--- config.mk ---
export PLATFORM = sky130hd
export DESIGN_NAME = dirty_region_accumulator
export DESIGN_NICKNAME = d
export VERILOG_FILES = /design/src/design/dra_pkg.sv /design/src/design/dra_clip.sv /design/src/design/dirty_region_accumulator.sv
export SDC_FILE = /design/constraint.sdc
export NUM_CORES = 1
export LEC_CHECK = 0
export BUFFER_PORTS_ARGS = -buffer_cell sky130_fd_sc_hd__buf_2
export CAP_MARGIN = 30
export CORE_MARGIN = 2
export CORE_UTILIZATION = 25
export CTS_CLUSTER_DIAMETER = 120
export DETAILED_ROUTE_END_ITERATION = 16
export PLACE_DENSITY = 0.51
export SETUP_SLACK_MARGIN = 0.02
export SYNTH_ARGS = -nofsm -noshare
export SYNTH_HDL_FRONTEND = slang
export SYNTH_SLANG_ARGS = --single-unit
--- constraint.sdc ---
create_clock -name clk -period 7.65 [get_ports clk]
set_input_delay 1.53 -clock clk [delete_from_list [all_inputs] [get_ports clk]]
set_output_delay 1.53 -clock clk [all_outputs]
set_load 0.02 [all_outputs]
--- src/design/dra_pkg.sv ---
// Shared types and constants for the dirty region accumulator.
// Depends on nothing; used by dra_clip and dirty_region_accumulator.
`timescale 1ns / 1ps

package dra_pkg;

  // Action codes carried by an input beat.
  typedef enum logic [1:0] {
    ACT_ADD   = 2'd0,
    ACT_CLEAR = 2'd1,
    ACT_FILL  = 2'd2
  } action_t;

  // Configuration register indexes.
  localparam int CFG_INDEX_BITS = 4;
  typedef logic [CFG_INDEX_BITS-1:0] cfg_index_t;
  localparam cfg_index_t REG_CANVAS_W = cfg_index_t'(0);
  localparam cfg_index_t REG_CANVAS_H = cfg_index_t'(1);
  localparam cfg_index_t REG_CAMERA_X = cfg_index_t'(2);
  localparam cfg_index_t REG_CAMERA_Y = cfg_index_t'(3);

  // Reset values of the canvas size registers.
  localparam int CANVAS_W_RESET = 640;
  localparam int CANVAS_H_RESET = 480;

  // Fixed field widths of a rectangle.
  localparam int RECT_POS_BITS  = 20;
  localparam int RECT_SIZE_BITS = 16;

  // Signed working width of the clipping arithmetic: holds the floored
  // origin plus the camera offset and the grown size with margin.
  localparam int WORK_BITS = RECT_POS_BITS + 3;

endpackage

--- src/design/dra_clip.sv ---
// One axis of the rectangle front end: floor, camera shift and canvas clip.
// Depends on dra_pkg.
`timescale 1ns / 1ps

module dra_clip
  import dra_pkg::*;
#(
  parameter int COORD_BITS = 12,
  parameter int FRAC_BITS  = 4
) (
  input  logic signed [RECT_POS_BITS-1:0]  raw_pos,
  input  logic        [RECT_SIZE_BITS-1:0] raw_size,
  input  logic        [COORD_BITS-1:0]     offset,
  input  logic        [COORD_BITS:0]       limit,
  output logic        [COORD_BITS-1:0]     pos,
  output logic        [COORD_BITS:0]       size,
  output logic                             keep
);

  localparam logic [RECT_POS_BITS-1:0] FRAC_MASK =
    RECT_POS_BITS'((64'd1 << FRAC_BITS) - 64'd1);

  logic signed [WORK_BITS-1:0] flo;
  logic                        grow;
  logic signed [WORK_BITS-1:0] sz;
  logic signed [WORK_BITS-1:0] pos0;
  logic signed [WORK_BITS-1:0] lim;
  logic signed [WORK_BITS-1:0] sum_left;
  logic                        neg;
  logic signed [WORK_BITS-1:0] pos_a;
  logic signed [WORK_BITS-1:0] size_a;
  logic signed [WORK_BITS-1:0] end_a;
  logic signed [WORK_BITS-1:0] size_c;
  logic                        drop_left;
  logic                        beyond;

  // Arithmetic shift floors the fixed-point origin; a fraction grows the size.
  assign flo  = WORK_BITS'(raw_pos >>> FRAC_BITS);
  assign grow = |(raw_pos & FRAC_MASK);
  assign sz   = $signed(WORK_BITS'(raw_size)) + $signed(WORK_BITS'(grow));
  assign pos0 = flo + $signed(WORK_BITS'(offset));
  assign lim  = $signed(WORK_BITS'(limit));

  // Cut off the part left of the canvas origin.
  assign neg       = pos0[WORK_BITS-1];
  assign sum_left  = sz + pos0;
  assign drop_left = neg && sum_left[WORK_BITS-1];
  assign pos_a     = neg ? '0 : pos0;
  assign size_a    = neg ? sum_left : sz;

  // Cut off the part beyond the far edge.
  assign beyond = pos_a >= lim;
  assign end_a  = pos_a + size_a;
  assign size_c = (end_a >= lim) ? (lim - pos_a) : size_a;

  assign keep = (raw_size != '0) && !drop_left && !beyond && (size_c != '0);
  assign pos  = pos_a[COORD_BITS-1:0];
  assign size = size_c[COORD_BITS:0];

endmodule

--- src/design/dirty_region_accumulator.sv ---
// Dirty region accumulator: clips rectangles to the canvas and merges them
// into one dirty bounding box through the clip stage and result registers.
// Throughput one beat per cycle unless out_ready stalls the result channel,
// set by the clip stage and the merge stage each taking a beat per cycle.
// Reset (synchronous, rst_n low) empties the box, sets the canvas to 640 by
// 480 and the camera to the origin. Depends on dra_pkg and dra_clip.
`timescale 1ns / 1ps

module dirty_region_accumulator
  import dra_pkg::*;
#(
  parameter int COORD_BITS = 12,
  parameter int FRAC_BITS  = 4
) (
  input  logic                             clk,
  input  logic                             rst_n,
  // Configuration write channel
  input  logic                             cfg_valid,
  output logic                             cfg_ready,
  input  logic [CFG_INDEX_BITS-1:0]        cfg_index,
  input  logic [COORD_BITS:0]              cfg_data,
  // Input channel
  input  logic                             in_valid,
  output logic                             in_ready,
  input  logic [1:0]                       in_action,
  input  logic signed [RECT_POS_BITS-1:0]  in_rect_x,
  input  logic signed [RECT_POS_BITS-1:0]  in_rect_y,
  input  logic [RECT_SIZE_BITS-1:0]        in_rect_w,
  input  logic [RECT_SIZE_BITS-1:0]        in_rect_h,
  // Result channel
  output logic                             out_valid,
  input  logic                             out_ready,
  output logic [COORD_BITS-1:0]            out_box_x,
  output logic [COORD_BITS-1:0]            out_box_y,
  output logic [COORD_BITS:0]              out_box_w,
  output logic [COORD_BITS:0]              out_box_h,
  output logic signed [COORD_BITS:0]       out_view_x,
  output logic signed [COORD_BITS:0]       out_view_y,
  output logic                             out_is_empty
);

  localparam int SB = COORD_BITS + 1;
  localparam int EB = COORD_BITS + 2;

  // Configuration registers
  logic [COORD_BITS:0]   canvas_w_r, canvas_h_r;
  logic [COORD_BITS-1:0] camera_x_r, camera_y_r;

  assign cfg_ready = 1'b1;

  always_ff @(posedge clk) begin
    if (!rst_n) begin
      canvas_w_r <= SB'(CANVAS_W_RESET);
      canvas_h_r <= SB'(CANVAS_H_RESET);
      camera_x_r <= '0;
      camera_y_r <= '0;
    end else if (cfg_valid) begin
      unique case (cfg_index)
        REG_CANVAS_W: canvas_w_r <= cfg_data;
        REG_CANVAS_H: canvas_h_r <= cfg_data;
        REG_CAMERA_X: camera_x_r <= cfg_data[COORD_BITS-1:0];
        REG_CAMERA_Y: camera_y_r <= cfg_data[COORD_BITS-1:0];
        default: ;
      endcase
    end
  end

  // Canvas sizes above the coordinate range saturate to it.
  logic [COORD_BITS:0] eff_w, eff_h;
  localparam logic [COORD_BITS:0] CANVAS_MAX = SB'(1) << COORD_BITS;

  assign eff_w = (canvas_w_r > CANVAS_MAX) ? CANVAS_MAX : canvas_w_r;
  assign eff_h = (canvas_h_r > CANVAS_MAX) ? CANVAS_MAX : canvas_h_r;

  // Handshake: each stage moves when the one after it has room.
  logic s1_valid_r;
  logic out_valid_r;
  logic out_room;
  logic s1_move;
  logic in_take;

  assign out_room = !out_valid_r || out_ready;
  assign s1_move  = s1_valid_r && out_room;
  assign in_ready = !s1_valid_r || out_room;
  assign in_take  = in_valid && in_ready;

  // Clip stage
  logic [COORD_BITS-1:0] cx, cy;
  logic [COORD_BITS:0]   cw, ch;
  logic                  keep_x, keep_y;

  dra_clip #(.COORD_BITS(COORD_BITS), .FRAC_BITS(FRAC_BITS)) u_clip_x (
    .raw_pos  (in_rect_x),
    .raw_size (in_rect_w),
    .offset   (camera_x_r),
    .limit    (eff_w),
    .pos      (cx),
    .size     (cw),
    .keep     (keep_x)
  );

  dra_clip #(.COORD_BITS(COORD_BITS), .FRAC_BITS(FRAC_BITS)) u_clip_y (
    .raw_pos  (in_rect_y),
    .raw_size (in_rect_h),
    .offset   (camera_y_r),
    .limit    (eff_h),
    .pos      (cy),
    .size     (ch),
    .keep     (keep_y)
  );

  logic [1:0]            s1_action_r;
  logic                  s1_keep_r;
  logic [COORD_BITS-1:0] s1_x_r, s1_y_r;
  logic [COORD_BITS:0]   s1_w_r, s1_h_r;

  always_ff @(posedge clk) begin
    if (!rst_n) begin
      s1_valid_r <= 1'b0;
    end else if (in_ready) begin
      s1_valid_r <= in_valid;
    end
  end

  always_ff @(posedge clk) begin
    if (in_take) begin
      s1_action_r <= in_action;
      s1_keep_r   <= keep_x && keep_y;
      s1_x_r      <= cx;
      s1_y_r      <= cy;
      s1_w_r      <= cw;
      s1_h_r      <= ch;
    end
  end

  // Merge stage: box state and its next value
  logic [COORD_BITS-1:0] left_r, top_r, left_nxt, top_nxt;
  logic [COORD_BITS:0]   wid_r, hgt_r, wid_nxt, hgt_nxt;
  logic                  box_empty;
  logic [COORD_BITS-1:0] ml, mt;
  logic [EB-1:0]         r1, r2, b1, b2, mr, mb;

  assign box_empty = (wid_r == '0) || (hgt_r == '0);
  assign ml = (left_r < s1_x_r) ? left_r : s1_x_r;
  assign mt = (top_r < s1_y_r) ? top_r : s1_y_r;
  assign r1 = EB'(left_r) + EB'(wid_r);
  assign r2 = EB'(s1_x_r) + EB'(s1_w_r);
  assign b1 = EB'(top_r) + EB'(hgt_r);
  assign b2 = EB'(s1_y_r) + EB'(s1_h_r);
  assign mr = (r1 > r2) ? r1 : r2;
  assign mb = (b1 > b2) ? b1 : b2;

  always_comb begin
    left_nxt = left_r;
    top_nxt  = top_r;
    wid_nxt  = wid_r;
    hgt_nxt  = hgt_r;
    unique case (s1_action_r)
      ACT_ADD: begin
        if (s1_keep_r) begin
          if (box_empty) begin
            left_nxt = s1_x_r;
            top_nxt  = s1_y_r;
            wid_nxt  = s1_w_r;
            hgt_nxt  = s1_h_r;
          end else begin
            left_nxt = ml;
            top_nxt  = mt;
            wid_nxt  = SB'(mr - EB'(ml));
            hgt_nxt  = SB'(mb - EB'(mt));
          end
        end
      end
      ACT_CLEAR: begin
        wid_nxt = '0;
        hgt_nxt = '0;
      end
      ACT_FILL: begin
        left_nxt = '0;
        top_nxt  = '0;
        wid_nxt  = eff_w;
        hgt_nxt  = eff_h;
      end
      default: ;
    endcase
  end

  always_ff @(posedge clk) begin
    if (!rst_n) begin
      left_r <= '0;
      top_r  <= '0;
      wid_r  <= '0;
      hgt_r  <= '0;
    end else if (s1_move) begin
      left_r <= left_nxt;
      top_r  <= top_nxt;
      wid_r  <= wid_nxt;
      hgt_r  <= hgt_nxt;
    end
  end

  // Result register: the updated box, zeroed when empty.
  logic                  empty_nxt;
  logic [COORD_BITS:0]   view_x_nxt, view_y_nxt;
  logic [COORD_BITS-1:0] box_x_r, box_y_r;
  logic [COORD_BITS:0]   box_w_r, box_h_r;
  logic [COORD_BITS:0]   view_x_r, view_y_r;
  logic                  is_empty_r;

  assign empty_nxt  = (wid_nxt == '0) || (hgt_nxt == '0);
  assign view_x_nxt = SB'(left_nxt) - SB'(camera_x_r);
  assign view_y_nxt = SB'(top_nxt) - SB'(camera_y_r);

  always_ff @(posedge clk) begin
    if (!rst_n) begin
      out_valid_r <= 1'b0;
    end else if (out_room) begin
      out_valid_r <= s1_valid_r;
    end
  end

  always_ff @(posedge clk) begin
    if (s1_move) begin
      box_x_r    <= empty_nxt ? '0 : left_nxt;
      box_y_r    <= empty_nxt ? '0 : top_nxt;
      box_w_r    <= empty_nxt ? '0 : wid_nxt;
      box_h_r    <= empty_nxt ? '0 : hgt_nxt;
      view_x_r   <= empty_nxt ? '0 : view_x_nxt;
      view_y_r   <= empty_nxt ? '0 : view_y_nxt;
      is_empty_r <= empty_nxt;
    end
  end

  assign out_valid    = out_valid_r;
  assign out_box_x    = box_x_r;
  assign out_box_y    = box_y_r;
  assign out_box_w    = box_w_r;
  assign out_box_h    = box_h_r;
  assign out_view_x   = $signed(view_x_r);
  assign out_view_y   = $signed(view_y_r);
  assign out_is_empty = is_empty_r;

  // The empty flag agrees with the reported size.
  a_empty_flag: assert property (@(posedge clk) disable iff (!rst_n)
    out_valid_r |-> (is_empty_r == ((box_w_r == '0) || (box_h_r == '0))))
    else $error("empty flag disagrees with box size");

  // An empty box reports a zero origin in both frames.
  a_empty_zero: assert property (@(posedge clk) disable iff (!rst_n)
    (out_valid_r && is_empty_r) |->
      ((box_x_r == '0) && (box_y_r == '0) && (view_x_r == '0) && (view_y_r == '0)))
    else $error("empty box reports a nonzero origin");

  // The state only changes when a beat moves into the result register.
  a_state_hold: assert property (@(posedge clk) disable iff (!rst_n)
    !s1_move |=> ($stable(wid_r) && $stable(hgt_r) && $stable(left_r) && $stable(top_r)))
    else $error("box state changed without a beat");

endmodule
=== Yosys cells after proc, flatten, opt, wreduce, memory -nomap -nowiden ===
Cells that the tools add are included.
W data, S select, Z words.

* Register bits after elaboration: 232
* Logic and storage cells: 117

* Add/subtract/negate cells: 18
* Magnitude comparators: 10
* Eq/ne operators: 5
* Mux-type cells: 24
* Reductions and logical operators: 37

{| class="wikitable"
|+ Operators with widths
! cell !! count
|-
| $mux W13 || 8
|-
| $add A23 B23 Y23 || 4
|-
| $ge A23 B14 Y1 || 4
|-
| $mux W23 || 4
|-
| $pmux W13 S3 || 2
|-
| $mux W12 || 6
|-
| $add A12 B13 Y14 || 4
|-
| $logic_not A13 Y1 || 4
|-
| $pmux W12 S2 || 2
|-
| $reduce_bool A23 Y1 || 2
|-
| $sub A14 B23 Y23 || 2
|-
| $mux W22 || 2
|-
| $add A16 B1 Y17 || 2
|-
| $add A16 B13 Y17 || 2
|-
| $reduce_bool A16 Y1 || 2
|-
| $gt A14 B14 Y1 || 2
|-
| $gt A13 B13 Y1 const B || 2
|-
| $sub A12 B12 Y13 || 2
|-
| $sub A13 B12 Y13 || 2
|-
| $lt A12 B12 Y1 || 2
|-
| $logic_and A1 B1 Y1 || 11
|-
| $eq A4 B2 Y1 const B || 2
|-
| $reduce_and A2 Y1 || 4
|-
| $reduce_or A4 Y1 || 2
|-
| 7 further kinds || 15
|}

=== Longest topological paths before layout ===
* Depth in word-level cells: 10
* Gate-level depth with buffers: 34

=== Cells and area by module ===
Synthesis repeated with hierarchy kept, for this count alone.

* Cells, all modules: 2818
* Area total of the unflattened synthesis: 23293.6 um2

{| class="wikitable"
|+ Modules (own cells, without submodules)
! module !! instances !! cells an instance !! area each (um2) !! seq. area each (um2)
|-
| dirty_region_accumulator || 1 || 1663 || 15260.9 || 5945.7
|-
| dra_clip at u_clip_x || 1 || 581 || 4065.1 || 0.0
|-
| dra_clip at u_clip_y || 1 || 574 || 3967.6 || 0.0
|}

=== Worst setup path before layout ===
Ideal clock, no wire load.

* Path type: input port to flip-flop
* Start: in in_rect_x[4]
* End: reg s1_w_r[11] (data pin)
* Arrival time: 7.675 ns
* Required time: 7.390 ns
* Path slack: -0.285 ns
* Stages: 29
* Path buffers: 1
* Cells stage by stage: ha_1 > fa_1 > a211oi_1 > o211a_1 > nor2_1 > nor2_1 > xnor2_1 > ha_1 > inv_1 > nor4b_1 > nor2_1 > a211oi_1 > xnor2_1 > a21oi_1 > ha_1 > nand3_1 > o22ai_1 > nor2_1 > a21boi_0 > nor2_1 > ha_1 > a2111o_1 > a211oi_1 > o211a_1 > o211ai_1 > o32ai_1 > a21oi_1 > clkbuf_1 > mux2_2

* Word-level cells in the longest chain between the ends: 6

{| class="wikitable"
|+ RTL lines
! what !! line !! source
|-
| start: declaration || dirty_region_accumulator.sv:26 || <nowiki>input logic signed [RECT_POS_BITS-1:0] in_rect_x,</nowiki>
|-
| $add A16 B13 Y17 * || dra_clip.sv:41 || <nowiki>assign pos0 = flo + $signed(WORK_BITS'(offset));</nowiki>
|-
| $add A23 B23 Y23 || dra_clip.sv:46 || <nowiki>assign sum_left = sz + pos0;</nowiki>
|-
| $mux W23 || dra_clip.sv:49 || <nowiki>assign size_a = neg ? sum_left : sz;</nowiki>
|-
| $add A23 B23 Y23 || dra_clip.sv:53 || <nowiki>assign end_a = pos_a + size_a;</nowiki>
|-
| $ge A23 B14 Y1 || dra_clip.sv:54 || <nowiki>assign size_c = (end_a >= lim) ? (lim - pos_a) : size_a;</nowiki>
|-
| $mux W23 * || dra_clip.sv:54 ||
|-
| net cw[11] || dirty_region_accumulator.sv:89 || <nowiki>logic [COORD_BITS:0] cw, ch;</nowiki>
|-
| end signal: assignment || dirty_region_accumulator.sv:131 || <nowiki>s1_w_r <= cw;</nowiki>
|-
| end: declaration || dirty_region_accumulator.sv:115 || <nowiki>logic [COORD_BITS:0] s1_w_r, s1_h_r;</nowiki>
|}

The timed path passes the listed nets; every way through them passes the cells marked *.
A chain may end at the register's enable or synchronous reset.

=== Worst setup path in the final report ===
* Start: reg s1_y_r[1]
* End: reg box_x_r[3] (netlist: out_box_x[3]) (data pin)

* Word-level cells in the longest chain between the ends: 9

{| class="wikitable"
|+ RTL lines
! what !! line !! source
|-
| start: declaration || dirty_region_accumulator.sv:114 || <nowiki>logic [COORD_BITS-1:0] s1_x_r, s1_y_r;</nowiki>
|-
| start signal: assignment || dirty_region_accumulator.sv:130 || <nowiki>s1_y_r <= cy;</nowiki>
|-
| $add A12 B13 Y14 || dirty_region_accumulator.sv:149 || <nowiki>assign b2 = EB'(s1_y_r) + EB'(s1_h_r);</nowiki>
|-
| $gt A14 B14 Y1 || dirty_region_accumulator.sv:151 || <nowiki>assign mb = (b1 > b2) ? b1 : b2;</nowiki>
|-
| $mux W13 || dirty_region_accumulator.sv:151 ||
|-
| $sub A13 B12 Y13 * || dirty_region_accumulator.sv:170 || <nowiki>hgt_nxt = SB'(mb - EB'(mt));</nowiki>
|-
| $mux W13 * || dirty_region_accumulator.sv:161 || <nowiki>if (box_empty) begin</nowiki>
|-
| $mux W13 * || dirty_region_accumulator.sv:160 || <nowiki>if (s1_keep_r) begin</nowiki>
|-
| $pmux W13 S3 * || dirty_region_accumulator.sv:158 || <nowiki>unique case (s1_action_r)</nowiki>
|-
| $logic_not A13 Y1 * || dirty_region_accumulator.sv:210 || <nowiki>assign empty_nxt = (wid_nxt == '0) || (hgt_nxt == '0);</nowiki>
|-
| $logic_or A1 B1 Y1 * || dirty_region_accumulator.sv:210 ||
|-
| end signal: assignment || dirty_region_accumulator.sv:224 || <nowiki>box_x_r <= empty_nxt ? '0 : left_nxt;</nowiki>
|-
| end: declaration || dirty_region_accumulator.sv:205 || <nowiki>logic [COORD_BITS-1:0] box_x_r, box_y_r;</nowiki>
|}

Every way passes the cells marked *; elsewhere a longest branch is shown, timed or not.

==> parameters.txt <==
Parameter                              Value

Power and ir drop
  Design Power ... around 5.7 mW
  P_int ... roughly 3.5 mW
  Largest vdd supply drop ... around 170 uV
  Leakage power of the design ... between 10 and 15 nW
  Power density over cell area ... between 150 and 200 nW/um^2
  Share of power burned in combinational logic ... 49.2%
  Switching part of the total ... 39.51%
  Switching pwr ... ~2.3 mW
  Sequential share of power ... 26.3%
  Part of the power in the clock network ... between 20 and 25%

Place
  Placer Congestion ... approximately 0.93
  Post-detailed-placement cell area ... ~27,000 sq um
  Setup Slack @ Placement ... -271.7 ps
  Quantity of I/O buffers inserted on ports ... 174
  Half-perimeter wire length of the detailed placement result ... ~73 mm

STA
  Post-route worst hold slack ... 455.8 ps
  Total count of hold-check failures in the final report ... 0
  F_max ... between 100 and 150 MHz
  Final number of setup-violating endpoints ... 0
  Actual slew at the worst max-slew pin ... approximately 1100 ps
  Tmin final ... around 7300 ps
  Max-slew violation count ... 0
  Relative slew margins ... between 20 and 30%
  Clock Skews ... ~28 ps
  Crit path setup slack, layout ... roughly 360 ps
  Portion of the clock cycle consumed by the worst path in the final layout ... a little over nine tenths

Critical path
  CP Max Fanout ... 16
  CP required ... approximately 8000 ps
  Critical path's largest stage delay ... roughly 540 ps
  Critical path startpoint category ... register
  Top cell by count, worst path ... sky130_fd_sc_hd__a21o_1
  Slowest stage cell on the critical path ... sky130_fd_sc_hd__edfxtp_1
  Path type of the worst setup path ... reg -> reg
  Endpoint arrival time on the critical path ... approximately 7600 ps
  CP Capture Type ... register

Synth
  Most used flip-flop cell after synthesis ... sky130_fd_sc_hd__edfxtp_1
  Biggest area contributors in the synthesized netlist ... sky130_fd_sc_hd__edfxtp_1 (17%), sky130_fd_sc_hd__ha_1 (16%), sky130_fd_sc_hd__dfxtp_1 (8.8%)
  Cell area after synthesis ... approximately 23,000 sq um
  EDFF count, synth ... 130
  Cell count after synthesis ... between 2,000 and 3,000
  Largest area contributor in the netlist ... sky130_fd_sc_hd__edfxtp_1
  Proportion of netlist area held by the largest area contributor ... between 10% and 20%
  Sequential-to-total area share from yosys stat ... around a quarter
  Post-Syn Area per Cell ... slightly above 8 sq um
  Share of async-settable or async-resettable flops after synthesis ... 0%
  Count of distinct cell types in the synthesized netlist ... 80
  Yosys Warn Count ... 0
  Post-synthesis sequential element count ... ~230
  Nets in the synthesized netlist ... 3,227

Global routing
  Via count of the first global-routing pass ... 21,210
  GRT overflow ... 0
  Global-route usage over all layers ... between 15 and 20%
  Number of antenna violations at the first check in global routing ... 5
  Global-route wire length before repair ... 129.2 mm
  Maximum number of pins on one net before global-route repair ... 70

Detailed routing
  Iteration count of the initial detailed-routing pass ... 6
  Via-to-Cell Ratio ... around 5.0
  Final routed wirelength across all metal layers ... a little under 90 mm
  DRC viols ... 0
  Total number of vias ... around 22,000
  1st-iter DRT viols ... approximately 1,800
  Final routed wire length divided by cell count ... around 20 um
  Remaining antenna violation count after routing ... 0

Layout
  Post-route standard cell area excluding fillers ... around 29,000 sq um
  Commonest non-fill, non-tap cells in the layout ... sky130_fd_sc_hd__ha_1 (296), sky130_fd_sc_hd__buf_4 (260), sky130_fd_sc_hd__nand2_1 (256)
  Final standard cell utilization of the core ... about 31%
  Final net count ... 3,603
  Commonest non-fill, non-tap cell in the layout ... sky130_fd_sc_hd__ha_1
  Layout fillers ... roughly 10,000
  Layout Area Growth over Synthesis ... 23.27%
  Layout cell share with drive strength beyond 1 ... roughly 18%

Floorplan
  Row count ... between 100 and 150
  Initial Utilization ... approximately a quarter
  Vertical die dimension ... just over 300 um
  Area of the core ... about 92,000 sq um
  Top-level port count ... 176
  Die footprint ... 95,370 sq um
  Width of the die ... between 300 and 400 um

CTS
  Hold-fix buffers at CTS ... 0
  Later-pin clock latency in the skew report ... 580 ps
  Clock input transition at the sequential cells of the worst setup and hold paths ... roughly 60 ps
  TritonCTS clock tree ... built
  Level count of the clock H-tree ... 1
  Total clock buffers created by CTS ... 28
  Root buffer selected by CTS ... sky130_fd_sc_hd__clkbuf_16
  Num Clock Sinks ... about 230
  Clock Path Buffers ... 3

Outcome
  Result of the run ... finished clean

Run
  Max cap viols ... 0

Worst hold path
  Hold WC Path Type ... reg -> reg
## through the flow
step	instances	setup TNS, ps
finish	4462	0
global placement	4400	-1409
detailed placement	4401	-3690
global route	4460	-167.7
floorplan	2819	0
CTS	4453	0
## final timing paths
path	from	end	slack, ps	cells after the start
max	s1_y_r[1]$_DFFE_PP_	out_box_x[3]$_SDFFCE_PP0P_	360	33
max reg2reg	s1_y_r[1]$_DFFE_PP_	out_box_x[3]$_SDFFCE_PP0P_	360	33
min	canvas_w_r[5]$_SDFFE_PN0P_	canvas_w_r[5]$_SDFFE_PN0P_	460	2
min reg2reg	canvas_w_r[5]$_SDFFE_PN0P_	canvas_w_r[5]$_SDFFE_PN0P_	460	2
## cell usage after synthesis (all sizes together), types with 42 or more instances
cell type	count
ha	296
nand2	256
a21oi	242
nor2	225
inv	221
o21ai	135
xnor2	131
edfxtp	130
dfxtp	102
a211oi	98
clkbuf	93
nor3	73
a21o	65
nand3	62
xor2	55
o21a	43
nor2b	42
## routing by layer
| metal | vias to the layer above | routed length [um] | GRT usage, % |
|---|---|---|---|
| met2 | 639 | 37220 | 27.40 |
| met1 | 10550 | 42040 | 25.55 |
| li1 | 11170 | - | - |
| met3 | 97 | 5893 | 2.795 |
| met5 | - | 57 | 0 |
| met4 | 10 | 2150 | 4.256 |
## critical path: cells and delay by family (launching register included)
family,cells,cell delay (ps)
simple gates,5,930
mux,1,160
fa+ha+maj,4,1240
xor+xnor,1,170
compound gates,18,3350
flops,1,540
buf+inv,4,630
## kinds of logic after synthesis
| group | synth area share (%) |
|---|---|
| buf+inv | 5.300 |
| simple gates | 16.99 |
| fa+ha+maj | 17.32 |
| mux | 2.618 |
| other cells | 0.01614 |
| compound gates | 25.14 |
| flops | 25.60 |
| xor+xnor | 7.013 |
## state kept, by name, summed over array words and instances, names as in the netlist
signal,count
camera_y_r,12
out_view_x,13
canvas_w_r,13
s1_action_r,2
s1_keep_r,1
s1_h_r,13
out_is_empty,1
camera_x_r,12
s1_y_r,12
out_box_w,13
top_r,12
canvas_h_r,13
s1_w_r,13
s1_valid_r,1
out_box_y,12
out_view_y,13
hgt_r,13
out_valid,1
out_box_h,13
left_r,12
wid_r,13
out_box_x,12
s1_x_r,12
## repair_timing
action,4_1_cts,5_1_grt
buffers inserted,0,4
hold endpoints to repair,0,0
resized for setup,0,46
setup endpoints to repair,0,104
## power by group through the flow
stage	combinational, mW	clock [mW]	sequential (mW)
floorplan	1.76	0	1.53
global placement	2.70	0	1.53
detailed placement	2.70	0	1.53
CTS	2.71	1.42	1.50
global route	3.11	1.47	1.51
finish	2.82	1.40	1.51
## final cells by class
cell class                 count  area, sq um  share of cell area [%]
multi-input combinational   2262        16270                   56.83
sequential                   232         5946                   20.76
timing repair buffer         445         3035                   10.60
tap                         1243         1555                   5.431
inverter                     226        850.8                   2.971
clock buffer                  33        759.5                   2.652
clock inverter                19        211.5                  0.7384
antenna                        2        5.005                 0.01748
Note: power is estimated with default switching activity, not from simulation.
